--- config.mk ---
export PLATFORM = sky130hd
export DESIGN_NAME = hbridge_pwm_drive_with_speed_estimate_top
export DESIGN_NICKNAME = d
export VERILOG_FILES = /design/src/sv/hbd_pkg.sv /design/src/sv/hbd_div.sv /design/src/sv/hbd_core.sv /design/src/sv/hbridge_pwm_drive_with_speed_estimate_top.sv
export SDC_FILE = /design/constraint.sdc
export NUM_CORES = 2
export LEC_CHECK = 0
export ABC_AREA = 1
export CORE_ASPECT_RATIO = 0.6
export CORE_MARGIN = 3
export CORE_UTILIZATION = 40
export CTS_CLUSTER_DIAMETER = 40
export CTS_CLUSTER_SIZE = 40
export DETAILED_ROUTE_END_ITERATION = 16
export DONT_BUFFER_PORTS = 1
export HOLD_SLACK_MARGIN = 0.06
export PLACE_DENSITY = 0.65
export RECOVER_POWER = 100
export SETUP_SLACK_MARGIN = 0.15
export SLEW_MARGIN = 20
export SYNTH_ARGS = -nofsm -noshare
export SYNTH_HDL_FRONTEND = slang
export SYNTH_SLANG_ARGS = --single-unit
export TNS_END_PERCENT = 30
--- constraint.sdc ---
create_clock -name clk -period 9.82 [get_ports clk]
set_clock_uncertainty 0.05 [all_clocks]
set_input_delay 0.491 -clock clk [delete_from_list [all_inputs] [get_ports clk]]
set_output_delay 0.491 -clock clk [all_outputs]
set_load 0.05 [all_outputs]
--- src/sv/hbd_pkg.sv ---
// Shared types, constants and register codes for the H-bridge drive block.
`default_nettype none
package hbd_pkg;

	localparam int unsigned CMD_W    = 16;
	localparam int unsigned CNT_W    = 32;
	localparam int unsigned EL_W     = 32;
	localparam int unsigned WRAP_W   = 16;
	localparam int unsigned ALPHA_W  = 17;
	localparam int unsigned SPD_W    = 32;
	localparam int unsigned DIVD_W   = 56;
	localparam int unsigned DSOR_W   = 32;
	localparam int unsigned STEP_W   = 6;
	localparam int unsigned MA_W     = 33;
	localparam int unsigned MB_W     = 28;
	localparam int unsigned MP_W     = MA_W + MB_W;
	localparam int unsigned CFGA_W   = 1;
	localparam int unsigned IN_W     = 80;
	localparam int unsigned OUT_W    = 56;
	// x / 10000 == ((x >> 4) * LVL_RCP) >> LVL_SHIFT for x below 2^31
	localparam int unsigned LVL_SHIFT = 36;

	localparam logic [DSOR_W-1:0] CMD_FULL    = 32'd10000;
	localparam logic [MB_W-1:0]   SPEED_SCALE = 28'd7515772;
	localparam logic [MB_W-1:0]   LVL_RCP     = 28'd109951163;
	localparam logic [ALPHA_W-1:0] ALPHA_ONE  = 17'd65536;
	localparam logic [WRAP_W-1:0] WRAP_RST    = 16'd999;
	localparam logic [ALPHA_W-1:0] ALPHA_RST  = 17'd32768;
	localparam logic [STEP_W-1:0] SPD_STEPS   = 6'd56;

	localparam logic [CFGA_W-1:0] REG_PWM_WRAP     = 1'b0;
	localparam logic [CFGA_W-1:0] REG_FILTER_ALPHA = 1'b1;

	typedef struct packed {
		logic signed [CMD_W-1:0] speed_cmd;
		logic signed [CNT_W-1:0] encoder_count;
		logic [EL_W-1:0]         elapsed_us;
	} hbd_item_t;

	typedef struct packed {
		logic [WRAP_W-1:0]  pwm_wrap;
		logic [ALPHA_W-1:0] filter_alpha;
	} hbd_cfg_t;

	typedef struct packed {
		logic                    in1_pwm;
		logic                    in2_pwm;
		logic [WRAP_W-1:0]       pwm_level;
		logic                    is_braked;
		logic                    pins_changed;
		logic signed [SPD_W-1:0] filtered_speed;
	} hbd_res_t;

	typedef enum logic [3:0] {
		ST_IDLE,
		ST_CHECK,
		ST_LMUL,
		ST_LRCP,
		ST_LVL,
		ST_SMUL,
		ST_SGO,
		ST_SWAIT,
		ST_EMA1,
		ST_EMA2,
		ST_EMA3,
		ST_DONE
	} hbd_state_t;

endpackage
`default_nettype wire

--- src/sv/hbd_div.sv ---
// Serial restoring divider, one quotient bit per cycle.
`default_nettype none
module hbd_div import hbd_pkg::*; (
	input  wire logic              clk,
	input  wire logic              arst_n,
	input  wire logic              start,
	input  wire logic [DIVD_W-1:0] dividend,
	input  wire logic [DSOR_W-1:0] divisor,
	input  wire logic [STEP_W-1:0] steps,
	output logic                   done,
	output logic [DIVD_W-1:0]      quotient
);

	logic              busy_q;
	logic              done_q;
	logic [STEP_W-1:0] cnt_q;
	logic [DIVD_W-1:0] d_q;
	logic [DSOR_W-1:0] r_q;
	logic [DIVD_W-1:0] q_q;
	logic [DSOR_W-1:0] dv_q;
	logic [DSOR_W:0]   trial;
	logic [DSOR_W:0]   diff;
	logic              fits;

	assign trial = {r_q, d_q[DIVD_W-1]};
	assign diff  = trial - {1'b0, dv_q};
	assign fits  = (trial >= {1'b0, dv_q});

	always_ff @(posedge clk or negedge arst_n) begin
		if (!arst_n) begin
			busy_q <= 1'b0;
			done_q <= 1'b0;
			cnt_q  <= '0;
		end else begin
			done_q <= 1'b0;
			if (start) begin
				busy_q <= 1'b1;
				cnt_q  <= steps;
			end else if (busy_q) begin
				cnt_q <= cnt_q - 1'b1;
				if (cnt_q == STEP_W'(1)) begin
					busy_q <= 1'b0;
					done_q <= 1'b1;
				end
			end
		end
	end

	always_ff @(posedge clk) begin
		if (start) begin
			d_q  <= dividend;
			r_q  <= '0;
			q_q  <= '0;
			dv_q <= divisor;
		end else if (busy_q) begin
			d_q <= {d_q[DIVD_W-2:0], 1'b0};
			r_q <= fits ? diff[DSOR_W-1:0] : trial[DSOR_W-1:0];
			q_q <= {q_q[DIVD_W-2:0], fits};
		end
	end

	assign done     = done_q;
	assign quotient = q_q;

endmodule
`default_nettype wire

--- src/sv/hbd_core.sv ---
// Sequencer and datapath: shared multiplier, divider control, drive state and speed filter.
`default_nettype none
module hbd_core import hbd_pkg::*; (
	input  wire logic      clk,
	input  wire logic      arst_n,
	input  wire logic      start,
	input  wire hbd_item_t item,
	input  wire hbd_cfg_t  cfg,
	input  wire logic      res_ready,
	output logic           idle,
	output logic           res_valid,
	output hbd_res_t       res
);

	hbd_state_t state_q, state_d;

	// drive and filter state
	logic              last_dir_q;
	logic              brake_q;
	logic [CNT_W-1:0]  last_cnt_q;
	logic [SPD_W-1:0]  last_spd_q;

	// per-request working registers
	logic [CMD_W-1:0]  cmd_q;
	logic [CNT_W-1:0]  cnt_q;
	logic [EL_W-1:0]   el_q;
	logic              brk_q;
	logic              dir_q;
	logic              chg_q;
	logic              hold_q;
	logic              neg_q;
	logic [CNT_W-1:0]  dmag_q;
	logic [MP_W-1:0]   prod_q;
	logic [MP_W-1:0]   sum_q;
	logic [WRAP_W-1:0] level_q;
	logic [SPD_W-1:0]  raw_q;
	logic [SPD_W-1:0]  speed_q;

	logic [CMD_W-1:0]   cmd_mag;
	logic [CNT_W-1:0]   delta;
	logic [ALPHA_W-1:0] alpha_c;
	logic [ALPHA_W-1:0] alpha_inv;
	logic signed [MA_W-1:0] mul_a;
	logic signed [MB_W-1:0] mul_b;
	logic signed [MP_W-1:0] mul_p;
	logic               div_start;
	logic [DIVD_W-1:0]  div_dividend;
	logic [DSOR_W-1:0]  div_divisor;
	logic [STEP_W-1:0]  div_steps;
	logic               div_done;
	logic [DIVD_W-1:0]  div_quot;
	logic [DSOR_W-1:0]  scaled;
	logic [MP_W-1:0]    sum_adj;
	logic               take;

	assign cmd_mag   = cmd_q[CMD_W-1] ? (CMD_W'(0) - cmd_q) : cmd_q;
	assign delta     = cnt_q - last_cnt_q;
	assign alpha_c   = cfg.filter_alpha[ALPHA_W-1] ? ALPHA_ONE : cfg.filter_alpha;
	assign alpha_inv = ALPHA_ONE - alpha_c;
	assign scaled    = DSOR_W'(prod_q[MP_W-1:LVL_SHIFT]);
	assign take      = (state_q == ST_DONE) && res_ready;

	// shared multiplier, operands picked by the sequencer
	always_comb begin
		mul_a = '0;
		mul_b = '0;
		case (state_q)
			ST_LMUL: begin
				mul_a = $signed({{(MA_W-CMD_W){1'b0}}, cmd_mag});
				mul_b = $signed({{(MB_W-WRAP_W){1'b0}}, cfg.pwm_wrap});
			end
			ST_LRCP: begin
				mul_a = $signed({5'b0, prod_q[31:4]});
				mul_b = $signed(LVL_RCP);
			end
			ST_SMUL: begin
				mul_a = $signed({1'b0, dmag_q});
				mul_b = $signed(SPEED_SCALE);
			end
			ST_EMA1: begin
				mul_a = $signed({raw_q[SPD_W-1], raw_q});
				mul_b = $signed({{(MB_W-ALPHA_W){1'b0}}, alpha_c});
			end
			ST_EMA2: begin
				mul_a = $signed({last_spd_q[SPD_W-1], last_spd_q});
				mul_b = $signed({{(MB_W-ALPHA_W){1'b0}}, alpha_inv});
			end
			default: begin
				mul_a = '0;
				mul_b = '0;
			end
		endcase
	end

	assign mul_p = mul_a * mul_b;

	assign div_start    = (state_q == ST_SGO);
	assign div_dividend = prod_q[DIVD_W-1:0];
	assign div_divisor  = el_q;
	assign div_steps    = SPD_STEPS;

	hbd_div u_div (
		.clk      (clk),
		.arst_n   (arst_n),
		.start    (div_start),
		.dividend (div_dividend),
		.divisor  (div_divisor),
		.steps    (div_steps),
		.done     (div_done),
		.quotient (div_quot)
	);

	always_ff @(posedge clk or negedge arst_n) begin
		if (!arst_n) begin
			state_q <= ST_IDLE;
		end else begin
			state_q <= state_d;
		end
	end

	always_comb begin
		state_d = state_q;
		case (state_q)
			ST_IDLE:  if (start) state_d = ST_CHECK;
			ST_CHECK: state_d = (cmd_q == '0) ? ST_DONE : ST_LMUL;
			ST_LMUL:  state_d = ST_LRCP;
			ST_LRCP:  state_d = ST_LVL;
			ST_LVL:   state_d = hold_q ? ST_DONE : ST_SMUL;
			ST_SMUL:  state_d = ST_SGO;
			ST_SGO:   state_d = ST_SWAIT;
			ST_SWAIT: if (div_done) state_d = ST_EMA1;
			ST_EMA1:  state_d = ST_EMA2;
			ST_EMA2:  state_d = ST_EMA3;
			ST_EMA3:  state_d = ST_DONE;
			ST_DONE:  if (res_ready) state_d = ST_IDLE;
			default:  state_d = ST_IDLE;
		endcase
	end

	// (s + 65535) >> 16 rounds a negative sum toward zero
	assign sum_adj = sum_q[MP_W-1] ? (sum_q + MP_W'(65535)) : sum_q;

	always_ff @(posedge clk) begin
		case (state_q)
			ST_IDLE: begin
				if (start) begin
					cmd_q <= item.speed_cmd;
					cnt_q <= item.encoder_count;
					el_q  <= item.elapsed_us;
				end
			end
			ST_CHECK: begin
				brk_q   <= (cmd_q == '0);
				dir_q   <= !cmd_q[CMD_W-1];
				chg_q   <= (!cmd_q[CMD_W-1] != last_dir_q) || brake_q;
				hold_q  <= (el_q == '0) || (cnt_q[CNT_W-1] != last_cnt_q[CNT_W-1]);
				neg_q   <= delta[CNT_W-1];
				dmag_q  <= delta[CNT_W-1] ? (CNT_W'(0) - delta) : delta;
				speed_q <= last_spd_q;
			end
			ST_LMUL, ST_LRCP, ST_SMUL, ST_EMA1: begin
				prod_q <= mul_p;
			end
			ST_LVL: begin
				level_q <= (scaled >= {{(DSOR_W-WRAP_W){1'b0}}, cfg.pwm_wrap}) ?
					'0 : (cfg.pwm_wrap - scaled[WRAP_W-1:0]);
			end
			ST_SWAIT: begin
				if (div_done) begin
					if (neg_q) begin
						raw_q <= (div_quot > DIVD_W'(64'h8000_0000)) ? 32'h8000_0000 :
							(SPD_W'(0) - div_quot[SPD_W-1:0]);
					end else begin
						raw_q <= (div_quot > DIVD_W'(64'h7FFF_FFFF)) ? 32'h7FFF_FFFF :
							div_quot[SPD_W-1:0];
					end
				end
			end
			ST_EMA2: begin
				sum_q <= prod_q + mul_p;
			end
			ST_EMA3: begin
				speed_q <= sum_adj[SPD_W+15:16];
			end
			default: begin
			end
		endcase
	end

	always_ff @(posedge clk or negedge arst_n) begin
		if (!arst_n) begin
			last_dir_q <= 1'b0;
			brake_q    <= 1'b1;
			last_cnt_q <= '0;
			last_spd_q <= '0;
		end else if (take) begin
			brake_q <= brk_q;
			if (!brk_q) begin
				last_dir_q <= dir_q;
				last_cnt_q <= cnt_q;
				last_spd_q <= speed_q;
			end
		end
	end

	assign idle      = (state_q == ST_IDLE);
	assign res_valid = (state_q == ST_DONE);

	always_comb begin
		res.in1_pwm        = !brk_q && !dir_q;
		res.in2_pwm        = !brk_q && dir_q;
		res.pwm_level      = brk_q ? '0 : level_q;
		res.is_braked      = brk_q;
		res.pins_changed   = !brk_q && chg_q;
		res.filtered_speed = speed_q;
	end

endmodule
`default_nettype wire

--- src/sv/hbridge_pwm_drive_with_speed_estimate_top.sv ---
// Sequence: when a new speed is computed, the level by reciprocal multiply, then a
// 56-step speed division in the serial divider and the filter; when the speed is held,
// the level only; for a brake request, neither.
// A new request is taken only once the core is idle again; a stalled output holds it off.
// Reset (arst_n low, asynchronous): braked, reverse, count and speed zero,
// pwm_wrap 999, filter_alpha 32768, no result pending.
`default_nettype none
module hbridge_pwm_drive_with_speed_estimate_top import hbd_pkg::*; (
	input  wire logic               clk,
	input  wire logic               arst_n,
	input  wire logic               s_tvalid,
	output logic                    s_tready,
	// speed_cmd[15:0], encoder_count[47:16], elapsed_us[79:48]
	input  wire logic [IN_W-1:0]    s_tdata,
	output logic                    m_tvalid,
	input  wire logic               m_tready,
	// in1_pwm[0], in2_pwm[1], pwm_level[17:2], is_braked[18], pins_changed[19],
	// filtered_speed[51:20], zero fill[55:52]
	output logic [OUT_W-1:0]        m_tdata,
	input  wire logic               cfg_we,
	input  wire logic [CFGA_W-1:0]  cfg_index,
	input  wire logic [ALPHA_W-1:0] cfg_data
);

	logic [WRAP_W-1:0]  wrap_q;
	logic [ALPHA_W-1:0] alpha_q;
	logic               m_valid_q;
	logic [OUT_W-1:0]   m_data_q;
	hbd_item_t          item;
	hbd_cfg_t           cfg;
	hbd_res_t           res;
	logic               core_idle;
	logic               res_valid;
	logic               res_ready;
	logic               start;

	always_ff @(posedge clk or negedge arst_n) begin
		if (!arst_n) begin
			wrap_q  <= WRAP_RST;
			alpha_q <= ALPHA_RST;
		end else if (cfg_we) begin
			case (cfg_index)
				REG_PWM_WRAP:     wrap_q  <= cfg_data[WRAP_W-1:0];
				REG_FILTER_ALPHA: alpha_q <= cfg_data;
				default: begin
				end
			endcase
		end
	end

	assign item.speed_cmd     = s_tdata[15:0];
	assign item.encoder_count = s_tdata[47:16];
	assign item.elapsed_us    = s_tdata[79:48];
	assign cfg.pwm_wrap       = wrap_q;
	assign cfg.filter_alpha   = alpha_q;

	assign s_tready  = core_idle;
	assign start     = s_tvalid && core_idle;
	assign res_ready = !m_valid_q || m_tready;

	hbd_core u_core (
		.clk       (clk),
		.arst_n    (arst_n),
		.start     (start),
		.item      (item),
		.cfg       (cfg),
		.res_ready (res_ready),
		.idle      (core_idle),
		.res_valid (res_valid),
		.res       (res)
	);

	always_ff @(posedge clk or negedge arst_n) begin
		if (!arst_n) begin
			m_valid_q <= 1'b0;
		end else if (res_ready) begin
			m_valid_q <= res_valid;
		end
	end

	always_ff @(posedge clk) begin
		if (res_ready && res_valid) begin
			m_data_q <= {4'b0, res.filtered_speed, res.pins_changed, res.is_braked,
				res.pwm_level, res.in2_pwm, res.in1_pwm};
		end
	end

	assign m_tvalid = m_valid_q;
	assign m_tdata  = m_data_q;

	// the core is not ready again in the cycle after it takes a request
	assert property (@(posedge clk) disable iff (!arst_n)
		s_tvalid && s_tready |=> !s_tready)
		else $error("core ready right after taking a request");

	// a braked result drives no PWM and a zero level
	assert property (@(posedge clk) disable iff (!arst_n)
		m_tvalid && m_tdata[18] |-> (m_tdata[17:0] == 18'd0) && !m_tdata[19])
		else $error("braked result carries PWM assignment");

	// never both inputs switching at once
	assert property (@(posedge clk) disable iff (!arst_n)
		m_tvalid |-> !(m_tdata[0] && m_tdata[1]))
		else $error("both bridge inputs carry PWM");

endmodule
`default_nettype wire

==> results.md <==
- Status: finished, violations left
- Failing checks: max-capacitance violations, max-slew violations, negative setup slack
- Skew-Pair Late Insertion Delay: roughly 0.70 ns
- Placer Congestion: 1.04
- RSZ-0062 raised after global routing: true
- Port-buffer cells: 0
- Cts bufs inserted: 80
- Largest net degree at the start of global routing: about 110
- Cells after Synth: a little over 7,000
- Yosys reg bits: 647
- WS Path Type: reg2reg
- Crit path max fanout: 7
- Synth area leader: fa_1
- CTS tree: yes
- Met1 wire length: 106,000 um
- Fin crit period: around 10 ns
- Initial antenna violation count: 12
- Hold crit path type: in2reg
- Highest metal used: met5
- Worst hold start: cfg_data[15]
- Slowest CP cell: fa_2
- CTS root buf: clkbuf_16
- Antenna viol nets, final: 0
- Area post-placement: 74,500 sq um
- Average cell area after synthesis: approximately 9 sq um
- Core region area: between 150,000 and 200,000 sq um
- R2R Path Start: alpha_q[16]
- Die Wd: between 500 and 600 um
- Pins Over Slew Limit: between 100 and 150
- Fill cells: ~15,000
- CP peak stage delay: slightly above 0.6 ns
- Sequential-to-total area share from yosys stat: roughly 28%
- Clk buf depth: 3
- Syn. warnings: 0
- Top Ports: about 160
- CP Data Arrival Time: approximately 11 ns
- First-pass GRT wire length: roughly 340,000 um
- Clock sinks: ~650
- Fin worst setup slack: -0.590 ns
- Layout cells sized above 1: 21.7%
- Setup violators final: 10
- Max-cap violations: 1
- Share of the synthesized area in the top cell type: 27.5%
- CP Launch Type: flop
- Starting Density: between 40% and 50%
- Number of vias per cell: 5.05
- DR pass1 iterations: 6
- Synth top area cells: fa_1 (27%), edfxtp_1 (21%), inv_1 (11%), ha_1 (7.1%), nand2_1 (6.3%)
- Bufs and invs on worst path: 14
- Mapped cell area: 64,300 sq um
- H-tree depth: 3
- Clock slew seen by the registers of the worst setup and hold paths: 0.06 ns
- Detail Placement HPWL: approximately 200,000 um
- Die Span Y: 317 um
- Finished Cell Area: slightly above 80,000 sq um
- Row count: between 100 and 150
- Routed wl met3: 37,400 um
- Max Freq: 96.1 MHz
- P&R area growth vs syn: 27.8%
- Fin crit share: 106%
- Req. time, crit path: 10.16 ns
- # DRC: 0
- Slew HR: -389%
- DR WL/cell: around 22 um
- Final Hold Vio Count: 0
- Critical path's most frequent cell: fa_1
- Ys flop type: edfxtp_1
- Routed WL: 232,000 um
- Asr flop ratio synth: between 15 and 20%
- Crit-path leading delay family: adder cells
- CP Capture Type: flop
- Post-synth EDFFs: between 400 and 500
- Critical Path Start: alpha_q[16]
- Initial DRC Count: 5,299
- Vias in the first global route: 53,100
- Grt ovf: 0
- Cell variety after synth: 70
- Tot GR Track Use: approximately 28%
- Die area: about 170,000 sq um
- Total vias in the final route: between 50,000 and 60,000
- Slew @ Worst Pin: ~7.3 ns
- Wire length on met2: approximately 84,000 um
- Fin nets: about 9,800
[metrics by stage]
stage / utilization [%] / instances / setup slack (ns) / setup TNS (ns) / hold slack [ns]
6_report: 51.7 / 10600 / -0.590 / -1.60 / 0.106
3_3_place_gp: 46.9 / 10300 / -0.988 / -15.85 / 0.159
5_1_grt: 51.7 / 10600 / -0.937 / -6.50 / 0.0921
2_1_floorplan: - / 7317 / 0.168 / 0 / 0.145
4_1_cts: 50.6 / 10600 / -0.486 / -0.812 / 0.0886
3_5_place_dp: 46.9 / 10300 / -1.13 / -17.67 / 0.158
[path summary, 6_finish.rpt]
kind | to | slack, ns | depth (start not counted)
max | u_core.sum_q[60] | -0.59 | 58
min | alpha_q[15] | 0.11 | 2
max reg2reg | u_core.sum_q[60] | -0.59 | 58
min reg2reg | m_tdata[28] | 0.40 | 0
max in group asynchronous | alpha_q[7] | 2.44 | 2
min in group asynchronous | u_core.last_spd_q[1] | 3.02 | 2
[cell families after synthesis]
logic type      synth area share (%)
compound gates                  8.14
other cells                   0.0117
mux                            0.158
xor+xnor                        3.30
flops                           28.0
fa+ha+maj                       34.6
simple gates                    13.5
buf+inv                         12.3
[cells in the mapped netlist, types with 10 or more instances]
library cell / instances
nor2_4: 12
a221oi_1: 19
a21oi_1: 273
o21ai_1: 18
xnor2_1: 92
a211oi_1: 10
dfxtp_1: 88
nand3_1: 137
nor4_1: 24
a31oi_1: 27
nor2_1: 682
o21ai_0: 408
clkbuf_1: 130
dfstp_2: 10
a21o_1: 19
o21a_1: 21
nor3_1: 58
ha_1: 365
nand4_1: 43
or2_2: 12
o22ai_1: 71
nand2_1: 1076
buf_2: 18
o211ai_1: 11
inv_2: 15
o21bai_1: 13
xor2_1: 150
clkinv_1: 16
edfxtp_1: 447
nor2_2: 14
inv_1: 1898
fa_1: 883
dfrtp_1: 102
[worst register-to-register path, delay by kind of cell (launching register included)]
kind	cells	cell delay (ns)
AO/OA/AOI/OAI	6	0.80
XOR/XNOR	3	0.52
flip-flops	1	0.37
AND/OR/NAND/NOR	26	2.86
adder cells (fa/ha/maj)	9	4.29
buffers and inverters	14	1.25
[state kept, by name (all words and copies together), names as in the netlist, 16 cells and up]
| register | flops |
|---|---|
| u_core.prod_q | 61 |
| u_core.u_div.dv_q | 32 |
| u_core.dmag_q | 32 |
| u_core.u_div.quotient | 56 |
| u_core.sum_q | 49 |
| wrap_q | 16 |
| u_core.cmd_q | 16 |
| u_core.raw_q | 32 |
| u_core.last_spd_q | 32 |
| u_core.cnt_q | 32 |
| u_core.speed_q | 32 |
| alpha_q | 17 |
| u_core.u_div.d_q | 56 |
| m_tdata | 52 |
| u_core.last_cnt_q | 32 |
| u_core.div_divisor | 32 |
| u_core.u_div.r_q | 32 |
| u_core.level_q | 16 |
[timing repair]
item                                    in CTS  in global routing
hold buffers                                94                  0
resized for setup                          366                352
setup buffers                               65                 42
endpoints found under the hold margin      214                  0
cloned                                       0                  1
endpoints found under the setup margin      29                 28
pin swaps                                  145                217
[per-layer routing]
metal | vias up | global-route usage, %
met4 | 4 | 5.94
li1 | 24500 | -
met3 | 256 | 15.7
met1 | 26400 | 41.9
met2 | 2553 | 34.2
met5 | - | 0.316
[cells in the final DEF, fill, tap and decap left out, drive strengths merged, types with 64 or more instances in the layout]
cell	instances
a21oi	275
buf	1091
clkbuf	99
dfrtp	102
dfxtp	88
dlygate4sd3	93
edfxtp	447
fa	883
ha	365
inv	1942
nand2	1084
nand3	140
nor2	708
nor3	64
o21ai	431
o22ai	72
xnor2	92
xor2	150
[cell type report]
| class | instances | area, sq um | area share (%) |
|---|---|---|---|
| Multi-Input combinational cell | 4575 | 41300 | 50.2 |
| Clock buffer | 90 | 2120 | 2.58 |
| Tap cell | 2127 | 2660 | 3.24 |
| Clock inverter | 59 | 717 | 0.872 |
| Antenna cell | 7 | 17.5 | 0.0213 |
| Sequential cell | 647 | 18000 | 21.9 |
| Timing Repair Buffer | 1193 | 10100 | 12.3 |
| Inverter | 1930 | 7320 | 8.90 |
Power is not shown: default switching activity piles up to over one toggle a cycle in this logic, so the estimate is an artifact.
